[config.mk]
export PLATFORM = sky130hd
export DESIGN_NAME = v3a_sqrt
export DESIGN_NICKNAME = d
export VERILOG_FILES = /design/src/v3a_sqrt.sv
export SDC_FILE = /design/constraint.sdc
export NUM_CORES = 2
export LEC_CHECK = 0
export BUFFER_PORTS_ARGS = -buffer_cell sky130_fd_sc_hd__buf_2
export CAP_MARGIN = 20
export CORE_MARGIN = 1.5
export CORE_UTILIZATION = 40
export CTS_CLUSTER_DIAMETER = 30
export DETAILED_ROUTE_END_ITERATION = 16
export MAX_ROUTING_LAYER = met4
export PLACE_DENSITY = 0.56
export SKIP_CTS_REPAIR_TIMING = 1
export SYNTH_ARGS = -nofsm -noshare
export SYNTH_HDL_FRONTEND = slang
export SYNTH_MEMORY_MAX_BITS = 65536
export SYNTH_SLANG_ARGS = --single-unit
[constraint.sdc]
create_clock -name clk -period 3.5 [get_ports clk]
set_clock_uncertainty 0.15 [all_clocks]
set_input_delay 0.525 -clock clk [delete_from_list [all_inputs] [get_ports clk]]
set_output_delay 0.525 -clock clk [all_outputs]
set_load 0.02 [all_outputs]
[src/v3a_sqrt.sv]
// Pipelined integer square root, one root bit per stage.
module v3a_sqrt #(
  parameter int W  = 32,
  parameter int SW = 8
) (
  input  logic            clk,
  input  logic            rst,
  input  logic            en,
  input  logic            in_valid,
  input  logic [2*W-1:0]  in_rad,
  input  logic [SW-1:0]   in_side,
  output logic            out_valid,
  output logic [W-1:0]    out_root,
  output logic [SW-1:0]   out_side
);

  logic           v    [1:W];
  logic [2*W-1:0] rad  [1:W];
  logic [W+1:0]   rem  [1:W];
  logic [W-1:0]   root [1:W];
  logic [SW-1:0]  side [1:W];

  for (genvar k = 0; k < W; k++) begin : g_st
    logic           cv;
    logic [2*W-1:0] crad;
    logic [W+1:0]   crem;
    logic [W-1:0]   croot;
    logic [SW-1:0]  cside;
    logic [W+2:0]   tr, tt, td;
    logic           ge;

    if (k == 0) begin : g_in
      assign cv    = in_valid;
      assign crad  = in_rad;
      assign crem  = '0;
      assign croot = '0;
      assign cside = in_side;
    end else begin : g_mid
      assign cv    = v[k];
      assign crad  = rad[k];
      assign crem  = rem[k];
      assign croot = root[k];
      assign cside = side[k];
    end

    // trial subtract of (4*root + 1) from the shifted remainder
    assign tr = {crem[W:0], crad[2*W-1 -: 2]};
    assign tt = {1'b0, croot, 2'b01};
    assign ge = (tr >= tt);
    assign td = tr - tt;

    always_ff @(posedge clk) begin
      if (rst) begin
        v[k+1] <= 1'b0;
      end else if (en) begin
        v[k+1] <= cv;
      end
      if (en) begin
        rem[k+1]  <= ge ? td[W+1:0] : tr[W+1:0];
        root[k+1] <= {croot[W-2:0], ge};
        rad[k+1]  <= {crad[2*W-3:0], 2'b00};
        side[k+1] <= cside;
      end
    end
  end

  assign out_valid = v[W];
  assign out_root  = root[W];
  assign out_side  = side[W];

endmodule

==> run_results.csv <==
group,metric,value,unit
floorplan,start_util,40.2,%
critical_path,r2r_start,"rem[0][153]$_DFFE_PP_",
route,drc,0,
yosys,ys_warn_count,0,
critical_path,arrival,4.09,ns
floorplan,io_pins,117,
timing,maxSlewHeadroom,38.7,%
placement,place.gp.congestion,0.898,
flow_run,maxCapViolCount,0,
placement,place_ws,-0.274,ns
layout,drive_above_1_share,18.6,%
clock_tree,root_buffer,"clkbuf_16",
route,antenna_left,0,
timing,layout_min_cycle_time,3.53,ns
critical_path,critPathLaunch,"rem[0][153]$_DFFE_PP_",
global_routing,grt_use_total,17.2,%
global_routing,grt_pass1_wl,425000,µm
critical_path,crit_path_top_delay_cell,"or4_4",
yosys,syn_avg_cell_area,13.5,µm²
route,postRouteWirelength,269000,µm
layout,final_cell_mix,"edfxtp_1 (2782), inv_1 (710), clkbuf_16 (611)",
timing,hold_violations,0,
layout,final_common_cell,"edfxtp_1",
critical_path,crit_path_end_kind,"flop",
route,post_drt_wl_per_cell,17.7,µm
yosys,synthFlopType,"edfxtp_1",
critical_path,crit_chain,"or4_4 -> or4_4 -> or4_4 -> nand4bb_4 -> or4_4 -> nor3b_4 -> nand2_2 -> nor4_2 -> xor2_1",
timing,worst_slack,-0.0321,ns
global_routing,grt_max_degree,93,
placement,port_buffers,116,
critical_path,startpoint_type,"flop",
floorplan,die-area,0.317,mm²
yosys,ys_seq_area_share,66.7,%
power_and_ir_drop,power_per_cell_area,762,mW/mm²
layout,area_delta_synth_final,26.4,%
critical_path,worstSetupPathType,"reg2reg",
clock_tree,cts_tree,"done",
power_and_ir_drop,power_leakage,61.7,nW
route,avgViaCountPerCell,5.05,
timing,worst_pin_slew,0.911,ns
placement,placed_area,0.135,mm²
yosys,ys_types,96,
floorplan,num_rows,205,
critical_path,cpMostUsedCell,"or4_4",
floorplan,core,0.312,mm²
route,dr.pass1.iters,9,
critical_path,path_max_fanout,4,
layout,finalNetCount,11200,
yosys,async_reset_ff_share,0,%
yosys,ys_ff_latch,2782,
yosys,syn_area,0.125,mm²
yosys,syn_nets,9927,
route,drtIter0Drc,5067,
layout,fin_area,0.158,mm²
timing,setup_viol,4,
run_status,violations,"setup timing",
critical_path,ff2ff_setup_slack,-0.03,ns
global_routing,grt_pass1_vias,77700,
global_routing,antenna_found_initial,3,
timing,period_share,101,%
route,vias,76600,
power_and_ir_drop,vdd_ir_drop_max,0.501,mV
worst_hold_path,min_from,"rst",
clock_tree,cts_sinks,2782,
clock_tree,h-tree-depth,6,
timing,rsz0062_at_grt,"true",
run_status,status,"complete, but fails checks",
clock_tree,clk_latency,0.97,ns
placement,hpwl,189000,µm
critical_path,worstPathRequired,4.06,ns
clock_tree,cts_buffers,605,
floorplan,die_x,563,µm
yosys,synth_edf_count,2782,
clock_tree,cts_max_path_buffers,4,
worst_hold_path,hp-class,"in2reg",
critical_path,critPathMaxStageDelay,0.55,ns
clock_tree,clk_pin_slew,0.05,ns
global_routing,overflow,0,
yosys,syn_inst,9290,
timing,max_freq,0.283,GHz
timing,final_max_slew_viol_count,0,
floorplan,dieHeight,563,µm
per-stage QoR:
step	instances	total power, mW	util (%)	setup TNS [ns]	hold WS, ns
2_1_floorplan	9290	56.7	-	0	0.250
3_5_place_dp	13900	64.0	43.4	-5.91	0.255
3_3_place_gp	13900	63.8	43.4	-2.55	0.250
5_1_grt	15200	126	50.8	-2.21	0.0399
4_1_cts	15100	122	50.1	-8.56	-0.541
6_report	15200	121	50.8	-0.0601	0.0536
cell type report:
| cell class | instances | area, µm² |
|---|---|---|
| clock buffer | 661 | 15500 |
| inverter | 722 | 2720 |
| tap | 4140 | 5180 |
| fill | 26600 | 153000 |
| timing repair buffer | 803 | 6610 |
| clock inverter | 454 | 5340 |
| sequential | 2782 | 83500 |
| multi-input combinational | 5604 | 39400 |
| antenna | 2 | 5.00 |
cell usage after synthesis, drive strengths merged (52+ instances only):
master / n / area [µm²]
a21o: 282 / 2120
a21oi: 513 / 2570
a31oi: 60 / 375
and2: 71 / 444
clkbuf: 157 / 589
edfxtp: 2782 / 83500
ha: 561 / 7020
inv: 722 / 2710
mux2: 91 / 1020
nand2: 585 / 2200
nand2b: 98 / 613
nand3: 143 / 716
nand4: 105 / 657
nor2: 504 / 1890
nor2b: 85 / 532
nor3: 235 / 1220
nor4: 109 / 694
o21a: 84 / 631
o21ai: 469 / 2350
o21bai: 52 / 390
o31ai: 56 / 420
or2: 59 / 369
or3: 99 / 624
or4: 73 / 578
xnor2: 383 / 3350
xor2: 409 / 3580
registers in the layout (all words and copies together) (netlist names):
signal / cells
rad: 992
rem: 974
root: 528
side: 256
v: 32
power by group:
group / internal (mW) / total, mW / leakage (nW) / switching [mW]
clock network: 37.8 / 56.7 / 9.94 / 18.9
logic: 8.64 / 19.4 / 24.9 / 10.8
registers: 41.9 / 44.5 / 26.9 / 2.65
total: 88.3 / 121 / 61.7 / 32.4
cell families (layout without fill, tap and decap cells):
kind of cell	count (synthesis)	after routing	share of synthesized area [%]
other	1	3	0.00299
AOI/OAI and AO/OA	1833	1833	9.19
buffers and inverters	904	2640	2.73
muxes	109	109	0.962
and+or+nand+nor	2308	2308	9.30
DFF	2782	2782	66.7
xor gates and xnor gates	792	792	5.54
adders and majority gates	561	561	5.60
worst paths after layout:
path	end	depth (start not counted)
max	rem[0][184]$_DFFE_PP_	9
min	v[0][4]$_DFFE_PP_	4
max reg2reg	rem[0][184]$_DFFE_PP_	9
min reg2reg	rad[0][1610]$_DFFE_PP_	0
critical path: cells and delay by family (launching register included):
kind             cells  cell delay [ns]
AND/OR/NAND/NOR      8             2.55
flip-flops           1             0.40
XOR/XNOR             1             0.14
metal layers:
layer / global-route usage (%) / part of all wire [%]
met5: - / 0
met4: 6.17 / 3.1
met3: 2.80 / 4.3
met2: 28.7 / 49
met1: 21.2 / 43
No activity file was read; power rests on OpenSTA's default activity.
